$ cat config.mk
export PLATFORM = sky130hd
export DESIGN_NAME = overwriting_ring_stack
export DESIGN_NICKNAME = d
export VERILOG_FILES = /design/src/ovrs_pkg.sv /design/src/ovrs_ram.sv /design/src/ovrs_ctrl.sv /design/src/overwriting_ring_stack.sv
export SDC_FILE = /design/constraint.sdc
export NUM_CORES = 1
export LEC_CHECK = 0
export BUFFER_PORTS_ARGS = -buffer_cell sky130_fd_sc_hd__buf_2
export CAP_MARGIN = 10
export CORE_MARGIN = 5
export CORE_UTILIZATION = 55
export DETAILED_ROUTE_END_ITERATION = 8
export PLACE_DENSITY = 0.75
export SYNTH_ARGS = -nofsm -noshare
export SYNTH_HDL_FRONTEND = slang
export SYNTH_HIERARCHICAL = 1
export SYNTH_SLANG_ARGS = --single-unit
$ cat constraint.sdc
create_clock -name clk_i -period 4.67 [get_ports clk_i]
set_input_delay 0 -clock clk_i [delete_from_list [all_inputs] [get_ports clk_i]]
set_output_delay 0 -clock clk_i [all_outputs]
set_load 0.05 [all_outputs]
$ cat src/ovrs_pkg.sv
// ----------------------------------------------------------------------------
// ovrs_pkg
// Shared types and constants for the overwriting ring stack.
// ----------------------------------------------------------------------------
package ovrs_pkg;

  localparam int unsigned DEPTH  = 16;
  localparam int unsigned PTR_W  = (DEPTH > 1) ? $clog2(DEPTH) : 1;
  localparam int unsigned CNT_W  = $clog2(DEPTH + 1);
  localparam int unsigned DATA_W = 32;
  localparam int unsigned ARG_W  = 5;
  localparam int unsigned LVL_W  = 5;
  // widths for the wrap and compare arithmetic
  localparam int unsigned AW     = ((PTR_W > ARG_W) ? PTR_W : ARG_W) + 1;
  localparam int unsigned CW     = (CNT_W > ARG_W) ? CNT_W : ARG_W;

  typedef enum logic [2:0] {
    CMD_PUSH  = 3'd0,
    CMD_POP   = 3'd1,
    CMD_PEEK  = 3'd2,
    CMD_DROP  = 3'd3,
    CMD_CLEAR = 3'd4
  } cmd_e;

  typedef struct packed {
    logic [2:0]        command;
    logic [DATA_W-1:0] push_value;
    logic [ARG_W-1:0]  depth_arg;
  } in_t;

  typedef struct packed {
    logic              ok;
    logic [DATA_W-1:0] read_value;
    logic [LVL_W-1:0]  fill_level;
  } out_t;

  typedef struct packed {
    logic              we;
    logic              re;
    logic [PTR_W-1:0]  addr;
    logic [DATA_W-1:0] wdata;
  } mem_req_t;

  typedef struct packed {
    logic             valid;
    logic             ok;
    logic             use_rd;
    logic [CNT_W-1:0] fill;
  } res_t;

endpackage

$ cat src/ovrs_ram.sv
// ----------------------------------------------------------------------------
// ovrs_ram
// Generic single-port RAM, one access per cycle, registered read.
// ----------------------------------------------------------------------------
module ovrs_ram #(
  parameter int unsigned WIDTH = 32,
  parameter int unsigned DEPTH = 16
) (
  input  logic                                   clk_i,
  input  logic                                   we_i,
  input  logic                                   re_i,
  input  logic [((DEPTH > 1) ? $clog2(DEPTH) : 1)-1:0] addr_i,
  input  logic [WIDTH-1:0]                       wdata_i,
  output logic [WIDTH-1:0]                       rdata_o
);

  logic [WIDTH-1:0] mem_q [DEPTH];
  logic [WIDTH-1:0] rdata_q;

  always_ff @(posedge clk_i) begin
    if (we_i) begin
      mem_q[addr_i] <= wdata_i;
    end
    if (re_i) begin
      rdata_q <= mem_q[addr_i];
    end
  end

  assign rdata_o = rdata_q;

endmodule

$ cat src/ovrs_ctrl.sv
// ----------------------------------------------------------------------------
// ovrs_ctrl
// Top pointer and fill count; issues the RAM access and the result control.
// ----------------------------------------------------------------------------
module ovrs_ctrl (
  input  logic              clk_i,
  input  logic              rst_ni,
  input  logic              accept_i,
  input  ovrs_pkg::in_t     item_i,
  output ovrs_pkg::mem_req_t mem_req_o,
  output ovrs_pkg::res_t    res_o
);

  logic [ovrs_pkg::PTR_W-1:0] top_q, top_d;
  logic [ovrs_pkg::CNT_W-1:0] cnt_q, cnt_d;
  ovrs_pkg::res_t             res_q, res_d;

  logic [ovrs_pkg::PTR_W-1:0] top_inc, top_dec, peek_addr;
  logic [ovrs_pkg::AW-1:0]    top_w, arg_w;
  logic [ovrs_pkg::CW-1:0]    cnt_c, arg_c;
  logic                       full, empty, peek_ok, drop_all;

  always_comb begin
    top_inc = (top_q == ovrs_pkg::PTR_W'(ovrs_pkg::DEPTH - 1)) ? '0 : top_q + 1'b1;
    top_dec = (top_q == '0) ? ovrs_pkg::PTR_W'(ovrs_pkg::DEPTH - 1) : top_q - 1'b1;
    top_w   = ovrs_pkg::AW'(top_q);
    arg_w   = ovrs_pkg::AW'(item_i.depth_arg);
    if (top_w >= arg_w) begin
      peek_addr = ovrs_pkg::PTR_W'(top_w - arg_w);
    end else begin
      peek_addr = ovrs_pkg::PTR_W'(top_w + ovrs_pkg::AW'(ovrs_pkg::DEPTH) - arg_w);
    end
    cnt_c    = ovrs_pkg::CW'(cnt_q);
    arg_c    = ovrs_pkg::CW'(item_i.depth_arg);
    full     = (cnt_q == ovrs_pkg::CNT_W'(ovrs_pkg::DEPTH));
    empty    = (cnt_q == '0);
    peek_ok  = (arg_c < cnt_c);
    drop_all = (cnt_c <= arg_c);
  end

  always_comb begin
    top_d           = top_q;
    cnt_d           = cnt_q;
    mem_req_o.we    = 1'b0;
    mem_req_o.re    = 1'b0;
    mem_req_o.addr  = top_q;
    mem_req_o.wdata = item_i.push_value;
    res_d.valid     = accept_i;
    res_d.ok        = 1'b0;
    res_d.use_rd    = 1'b0;
    if (accept_i) begin
      case (ovrs_pkg::cmd_e'(item_i.command))
        ovrs_pkg::CMD_PUSH: begin
          top_d          = top_inc;
          mem_req_o.we   = 1'b1;
          mem_req_o.addr = top_inc;
          if (!full) begin
            cnt_d = cnt_q + 1'b1;
          end
          res_d.ok = 1'b1;
        end
        ovrs_pkg::CMD_POP: begin
          if (!empty) begin
            mem_req_o.re = 1'b1;
            top_d        = top_dec;
            cnt_d        = cnt_q - 1'b1;
            res_d.ok     = 1'b1;
            res_d.use_rd = 1'b1;
          end
        end
        ovrs_pkg::CMD_PEEK: begin
          mem_req_o.addr = peek_addr;
          if (peek_ok) begin
            mem_req_o.re = 1'b1;
            res_d.ok     = 1'b1;
            res_d.use_rd = 1'b1;
          end
        end
        ovrs_pkg::CMD_DROP: begin
          cnt_d    = drop_all ? '0 : ovrs_pkg::CNT_W'(cnt_c - arg_c);
          res_d.ok = 1'b1;
        end
        ovrs_pkg::CMD_CLEAR: begin
          top_d    = '0;
          cnt_d    = '0;
          res_d.ok = 1'b1;
        end
        default: begin
        end
      endcase
    end
    res_d.fill = cnt_d;
  end

  always_ff @(posedge clk_i or negedge rst_ni) begin
    if (!rst_ni) begin
      top_q <= '0;
      cnt_q <= '0;
      res_q <= '0;
    end else begin
      top_q <= top_d;
      cnt_q <= cnt_d;
      res_q <= res_d;
    end
  end

  assign res_o = res_q;

endmodule

$ cat src/overwriting_ring_stack.sv
// ----------------------------------------------------------------------------
// overwriting_ring_stack
// LIFO over a ring of words; a push into a full ring overwrites the oldest.
// ----------------------------------------------------------------------------
// Usage:
//   Command channel: drive cmd_i and raise start_i; the item is taken at the
//   rising edge where start_i is high and busy_o is low. busy_o stays low,
//   so a new item may be issued every cycle.
//   Result channel: one result per item, on result_o for exactly one cycle
//   with result_valid_o high, in the cycle after the item was taken.
//   Throughput is one item per cycle; the result is registered in the control
//   block, and read data comes from the registered read of the entry RAM.
//   Pop reads the top entry, peek the entry depth_arg below the top; push
//   writes the next entry. Each item makes at most one RAM access.
//   Reset empties the stack (top pointer and fill count to zero); the RAM
//   content is not cleared and is never read before it is written.
//   The receiver cannot stall: results must be taken when strobed.
// ----------------------------------------------------------------------------
module overwriting_ring_stack (
  input  logic           clk_i,
  input  logic           rst_ni,
  input  logic           start_i,
  output logic           busy_o,
  input  ovrs_pkg::in_t  cmd_i,
  output logic           result_valid_o,
  output ovrs_pkg::out_t result_o
);

  logic                        accept;
  ovrs_pkg::mem_req_t          mem_req;
  ovrs_pkg::res_t              res;
  logic [ovrs_pkg::DATA_W-1:0] rdata;

  assign busy_o = 1'b0;
  assign accept = start_i && !busy_o;

  ovrs_ctrl u_ctrl (
    .clk_i     (clk_i),
    .rst_ni    (rst_ni),
    .accept_i  (accept),
    .item_i    (cmd_i),
    .mem_req_o (mem_req),
    .res_o     (res)
  );

  ovrs_ram #(
    .WIDTH (ovrs_pkg::DATA_W),
    .DEPTH (ovrs_pkg::DEPTH)
  ) u_ram (
    .clk_i   (clk_i),
    .we_i    (mem_req.we),
    .re_i    (mem_req.re),
    .addr_i  (mem_req.addr),
    .wdata_i (mem_req.wdata),
    .rdata_o (rdata)
  );

  assign result_valid_o      = res.valid;
  assign result_o.ok         = res.ok;
  assign result_o.read_value = res.use_rd ? rdata : '0;
  assign result_o.fill_level = ovrs_pkg::LVL_W'(res.fill);

`ifndef SYNTH
  a_one_result: assert property (@(posedge clk_i) disable iff (!rst_ni)
    accept |=> result_valid_o)
    else $error("accepted item produced no result");

  a_no_spurious: assert property (@(posedge clk_i) disable iff (!rst_ni)
    !accept |=> !result_valid_o)
    else $error("result without an accepted item");

  a_fail_zero: assert property (@(posedge clk_i) disable iff (!rst_ni)
    (result_valid_o && !result_o.ok) |-> (result_o.read_value == '0))
    else $error("failed item returned nonzero data");

  a_push_ok: assert property (@(posedge clk_i) disable iff (!rst_ni)
    (accept && (cmd_i.command == ovrs_pkg::CMD_PUSH)) |=>
      (result_o.ok && (result_o.fill_level != '0)))
    else $error("push did not succeed");
`endif

endmodule

==> metrics.md, run 1 <==
| Metric | Value |
|---|---|
| Gr ovfl total | 0 |
| Synth top area share | about three quarters |
| Port bufs | 81 |
| Crit-path max FO | 17 |
| Finished Cell Area | 25,250 µm² |
| Crit path capture type | flip-flop |
| Final wirelength | 46.93 mm |
| Max cap viols | 0 |
| Tmin final | 3.732 ns |
| Fin Clk Skew | 0.02734 ns |
| Clock tree buffer depth | 3 |
| Most frequent cells in the layout | 544 x edfxtp_1, 128 x mux4_2, 81 x buf_2, 69 x a22oi_1, 55 x clkbuf_16 |
| Async set-reset flop share out of synthesis | 2.158% |
| Initial DRC count | 1,137 |
| Critical path required time | 4.95 ns |
| TritonCTS clock tree | yes |
| Worst skew pair latency | 0.59 ns |
| Power per cell area | 513.9 nW/µm² |
| First-pass detailed-route iteration total | 5 |
| Worst-path clk slew | roughly 0.060 ns |
| Commonest non-fill, non-tap cell in the layout | edfxtp_1 |
| Die X-Extent | 210.2 µm |
| Drt drc | 0 |
| CTS H-tree depth | 2 |
| RSZ-0062 raised after global routing | no |
| Root Buffer | clkbuf_16 |
| Synth Instances | 1,067 |
| Share of cells above drive strength 1 | 31.06% |
| Nets@finish | between 1,000 and 1,500 |
| Max rail drop VDD | 0.0003611 V |
| Hold Violations, Final | 0 |
| Vias in the first global route | ~11,000 |
| WL/cell | between 20 and 30 µm |
| Synthesized cell area | 22,030 µm² |
| Xor/xnor cell area share of the yosys netlist | 0.3180% |
| Crit path arrival time | 4.01 ns |
| Number of diodes | 0 |
| Io pins | 83 |
| Via/cell ratio | roughly 6.2 |
| Initial core utilization | 55.46% |
| Post-route ant nets | 0 |
| Sequential element share of the synthesized area | 75.50% |
| CP Class | reg -> reg |
| DP Area | 23,110 µm² |
| Final setup viols | 0 |
| Ys Warns | 6 |
| Post-Synth Adder-Cell Area | under 10% |
| Hold Path Class | in -> reg |
| Clock Sinks | 556 |
| First-pass GRT wire length | 71.01 mm |
| Yosys cell types | 55 |
| Gpl congestion | 0.8053 |
| Main flop type after synthesis | edfxtp_1 |
| Startpoint type of the worst setup path | flip-flop |
| Status | finished, final reports clean |
| Full die area | 44,170 µm² |
| Largest family of logic cells by synthesized area | multiplexers |
| Largest cells by area after synthesis | edfxtp_1 74%, mux4_2 13%, a22oi_1 2.4% |
| Non-filler instance count after layout | 1,758 |
| Post-synthesis mux area share | 13.13% |
| Detailed Place HPWL | 25.88 mm |
| FMAX | 268.0 MHz |
| Synth Net Count | 1,126 |
| CORE AREA | 39,730 µm² |
| Total Routing Usage GR | 21.48% |
| Post-synth EDFFs | 544 |
| Fin crit share | roughly four fifths |
| Placed insts | 1,619 |
| Synthesized area per cell | slightly above 20 µm² |
| Grt met3 use | 4.435% |
| Vias | 10,900 |
| Num CTS Buffers | 54 |
| Count of pins over their slew limit | 0 |
| Slew HR | 23.77% |
| DIE HEIGHT | 210.2 µm |
| Static leakage | roughly 8.3 nW |
| Most area-hungry cell type in the Yosys netlist | edfxtp_1 |
| Simple-Gate Fraction of Synth Area | under 10% |
| Post-route core utilization | 63.56% |
| Number of synthesized register bits | 556 |
| Row cnt | 73 |
| GR Util met2 | 34.58% |
| M1 GR Usage | a little under a third |
| Largest net degree at the start of global routing | 61 |
| Area Growth Syn to Fin | 14.60% |
| Post-synthesis compound-gate area fraction | slightly below 4% |
| Initial antenna violation count | 1 |
| Slew @ Worst Pin | 1.141 ns |
| Total Power Consumption | 12.98 mW |
| Busiest grt layer | met2 |
==> synth_stat cells (2+ instances only) <==
master	instances
inv_1	19
a311oi_1	3
dfrtp_1	12
or2_2	2
nand3_1	7
o21ai_0	8
edfxtp_1	544
ha_1	13
buf_2	11
mux4_2	128
a21oi_1	18
clkbuf_2	3
a21o_1	2
clkbuf_1	27
nor2_1	22
and2_2	32
nor3_1	7
a31oi_1	3
a22o_1	2
buf_6	8
nand3b_1	3
nor2b_1	5
o21bai_1	2
nand2_1	41
buf_4	36
xor2_1	4
fa_1	3
nand2b_1	4
a22oi_1	69
xnor2_1	4
==> path summary, 6_finish.rpt <==
kind                                      start                 end  slack [ns]  cells past startpoint
worst max-delay path            u_ctrl/top_q[0]  u_ram/mem_q[5][15]        0.94                     10
worst min-delay path                   cmd_i[0]     u_ctrl/res_o[0]        0.05                      5
worst max register to register  u_ctrl/top_q[0]  u_ram/mem_q[5][15]        0.94                     10
worst min register to register  u_ctrl/top_q[0]     u_ctrl/top_q[0]        0.63                      2
max in group asynchronous                rst_ni     u_ctrl/res_o[4]        3.77                      3
min in group asynchronous                rst_ni     u_ctrl/res_o[7]        0.50                      3
==> worst max-delay path: stages (launching register included) <==
cell	delay (ns)
dfrtp_1	0.42
inv_1	0.25
ha_1	0.24
nor2b_1	0.05
o21ai_0	0.19
a21oi_1	0.11
o2111ai_1	0.19
or3b_1	0.55
nand3b_1	0.47
nor2_4	0.66
buf_12	0.26
==> flip-flops by register name (all words and copies together), names as in the netlist <==
signal and cells:
u_ram/mem_q 512, u_ctrl/res_o 8, u_ctrl/top_q 4, u_ram/rdata_o 32
==> cells by family (layout without fill, tap and decap cells) <==
family	count (synthesis)	after routing
adders and majority gates	16	16
other	1	1
xor gates and xnor gates	8	8
and+or+nand+nor	132	132
DFF	556	556
muxes	129	129
AOI/OAI and AO/OA	119	119
buffers and inverters	106	272
==> through the flow <==
step	TNS (ns)	hold WS (ns)	worst slack [ns]
2_1_floorplan	-0.3450	-0.2956	-0.01078
3_3_place_gp	0	-0.09622	1.108
3_5_place_dp	0	-0.08727	1.002
4_1_cts	0	0.04474	0.9792
5_1_grt	0	0.1137	0.7636
6_report	0	0.04899	0.9384
==> metal layers <==
metal | vias to the layer above | part of all wire, % | wire [µm]
met4 | 2 | 2.4 | 1105
li1 | 4609 | - | -
met3 | 83 | 8.6 | 4025
met5 | - | 0.028 | 13
met1 | 5715 | 39 | 18390
met2 | 490 | 50 | 23400
==> final cells by class <==
type | instances | area, µm²
tap | 525 | 656.9
fill | 2615 | 14480
sequential | 556 | 16640
timing repair buffer | 154 | 1181
multi-input combinational | 405 | 4975
clock inverter | 31 | 306.5
inverter | 20 | 75.07
clock buffer | 67 | 1421
==> repair_timing <==
item / in CTS / in global routing
endpoints found under the hold margin: 536 / 0
hold buffers: 41 / 0
resized for setup: 0 / 0
setup buffers: 0 / 0
==> power breakdown <==
group / total [mW] / internal (mW) / switching (mW)
combinational: 2.94 / 1.22 / 1.71
sequential: 5.79 / 5.68 / 0.105
clock: 4.25 / 2.48 / 1.77
(Power assumes the default switching activity.)
==> inputs of run 2 (changes only) <==
CORE_UTILIZATION = 60   (was 55)
PLACE_DENSITY = 0.78   (was 0.75)
clock period = 3.5 ns   (was 4.67 ns; I/O delays follow)
==> metrics.md, run 2 (same netlist as run 1, synthesis figures left out) <==
| Metric | Value |
|---|---|
| Post-route ant nets | 0 (unchanged) |
| Final worst slack | 0.1747 ns (-0.7637 ns) |
| Gr ovfl total | 0 (unchanged) |
| Count of pins over their slew limit | 0 (unchanged) |
| Nets@finish | 1,266 (+1.3%) |
| Full die area | 40,660 µm² (-7.9%) |
| Max cap viols | 0 (unchanged) |
| Commonest non-fill, non-tap cell in the layout | edfxtp_1 |
| Number of diodes | 0 (unchanged) |
| Hold Path Class | in -> reg |
| Root Buffer | clkbuf_16 |
| Max rail drop VDD | 0.0004901 V (+36%) |
| Initial DRC count | 1,018 (-10%) |
| Top reg by flops | u_ram/mem_q |
| Fillers | 2,184 (-16%) |
| FMAX | 300.7 MHz (+12%) |
| Largest net degree at the start of global routing | 62 (+1.6%) |
| RSZ-0062 raised after global routing | no |
| CTS H-tree depth | 2 (unchanged) |
| Critical path required time | 3.76 ns (-1.19 ns) |
| Detailed Place HPWL | 26.34 mm (+1.8%) |
| Final setup viols | 0 (unchanged) |
| Pre-CTS setup slack | 0.1401 ns (-0.8617 ns) |
| Hold path cells | 4 (-1) |
| Clk pwr share | 31.9% (-0.9 points) |
| Fin crit share | 95.01% (+15 points) |
| Row cnt | 70 (-4.1%) |
| Vias | 10,900 (+0.037%) |
| Seq pwr share | 44.8% (+0.2 points) |
| Fin Clk Skew | 0.01591 ns (-0.01143 ns) |
| First-pass GRT wire length | 72.08 mm (+1.5%) |
| TritonCTS clock tree | yes |
| Via/cell ratio | 6.357 (+2.5%) |
| Power per cell area | 678.2 nW/µm² (+32%) |
| DP Area | 23,330 µm² (+0.93%) |
| Reg2reg path depth | 9 (-1) |
| Io pins | 83 (unchanged) |
| Final wirelength | 48.21 mm (+2.7%) |
| WL/cell | 28.11 µm (+5.3%) |
| Area Growth Syn to Fin | 15.26% |
| Crit path arrival time | 3.58 ns (-0.43 ns) |
| Static leakage | 8.438 nW (+1.3%) |
| Port bufs | 81 (unchanged) |
| Hold Violations, Final | 0 (unchanged) |
| Num CTS Buffers | 53 (-1.9%) |
| Die X-Extent | 201.6 µm (-4.1%) |
| Crit path capture type | flip-flop |
| Finished Cell Area | 25,400 µm² (+0.58%) |
| Slew @ Worst Pin | 0.9925 ns (-0.1485 ns) |
| DIE HEIGHT | 201.6 µm (-4.1%) |
| First-pass detailed-route iteration total | 6 (+1) |
| Total Power Consumption | 17.22 mW (+33%) |
| Gpl congestion | 0.8197 (+1.8%) |
| Max FFs per register | 512 (unchanged) |
| Startpoint type of the worst setup path | flip-flop |
| Slew HR | 33.83% (+10 points) |
| Status | finished, final reports clean |
| Initial antenna violation count | 1 (unchanged) |
| Clock Sinks | 556 (unchanged) |
| CP Class | reg -> reg |
| Drt drc | 0 (unchanged) |
| Tmin final | 3.325 ns (-0.4063 ns) |
| Worst skew pair latency | 0.58 ns (about the same) |
| Vias in the first global route | 11,330 (+1.7%) |
| Net Sw Frac | 27.98% (+0.33 points) |
| Sw power | 4.819 mW (+34%) |
| Crit-path max FO | 16 (-1) |
| Share of cells above drive strength 1 | 32.40% (+1.3 points) |
| Int Pwr | 12.40 mW (+32%) |
| Combinational share of power | 23.3% (+0.7 points) |
| Initial core utilization | 60.48% (+5.0 points) |
| Worst-path clk slew | 0.06 ns (about the same) |
| CORE AREA | 36,430 µm² (-8.3%) |
| Postcts setup bufs | 0 (unchanged) |
| Total Routing Usage GR | 23.79% (+2.3 points) |
| Clock tree buffer depth | 3 (unchanged) |
| Most frequent cells in the layout | 544 x edfxtp_1, 128 x mux4_2, 81 x buf_2, 69 x a22oi_1, 54 x clkbuf_16 |
==> run 2: worst paths after layout <==
check / start / endpoint / slack (ns)
worst min register to register: u_ctrl/top_q[0] / u_ctrl/top_q[0] / 0.63
worst max register to register: u_ctrl/top_q[1] / u_ram/mem_q[3][22] / 0.17
worst max-delay path: u_ctrl/top_q[1] / u_ram/mem_q[3][22] / 0.17
min in group asynchronous: rst_ni / u_ctrl/res_o[6] / 0.47
worst min-delay path: cmd_i[38] / u_ctrl/top_q[0] / 0.03
max in group asynchronous: rst_ni / u_ctrl/top_q[0] / 2.65
==> run 2: timing repair <==
action	4_1_cts	5_1_grt
cloned	0	1
hold endpoints to repair	535	0
resized for setup	1	1
hold buffers	38	0
setup endpoints to repair	7	32
==> run 2: worst max-delay path, stage by stage (launching register included) <==
cell       delay, ns
dfrtp_1         0.47
ha_1            0.30
nor2b_1         0.13
o21ai_0         0.22
a21oi_1         0.13
o2111ai_1       0.23
or3b_4          0.45
or3b_2          0.60
nor2_4          0.17
buf_4           0.29
==> run 2: power by group through the flow <==
stage	clock network [mW]	registers (mW)	logic, mW
CTS	5.57	7.72	3.95
detailed placement	0	7.86	3.86
global placement	0	7.85	3.79
global route	5.88	7.74	4.30
floorplan	0	7.90	2.79
finish	5.50	7.72	4.00
==> run 2: area by class of cell <==
type / count / area [µm²] / share of cell area (%)
multi-input combinational: 406 / 4997 / 19.68
clock inverter: 34 / 294.0 / 1.158
timing repair buffer: 170 / 1431 / 5.636
clock buffer: 61 / 1378 / 5.424
sequential: 556 / 16640 / 65.50
inverter: 20 / 75.07 / 0.2956
tap: 468 / 585.6 / 2.306
==> run 2: layer usage <==
metal	wire length (µm)	GRT usage (%)
met1	18800	33.08
met2	24630	39.98
met3	3237	3.449
met4	1526	7.373
met5	7	0
==> run 2: per-stage QoR <==
stage | TNS [ns] | hold WS, ns | cells | utilization (%)
after floorplan | -109.47 | -0.2956 | 1067 | -
after global placement | 0 | -0.1067 | 1581 | 64.03
after detailed placement | 0 | -0.1051 | 1581 | 64.03
after CTS | 0 | 0.003115 | 1714 | 69.67
after global routing | 0 | 0.04247 | 1715 | 69.70
final | 0 | 0.02662 | 1715 | 69.70
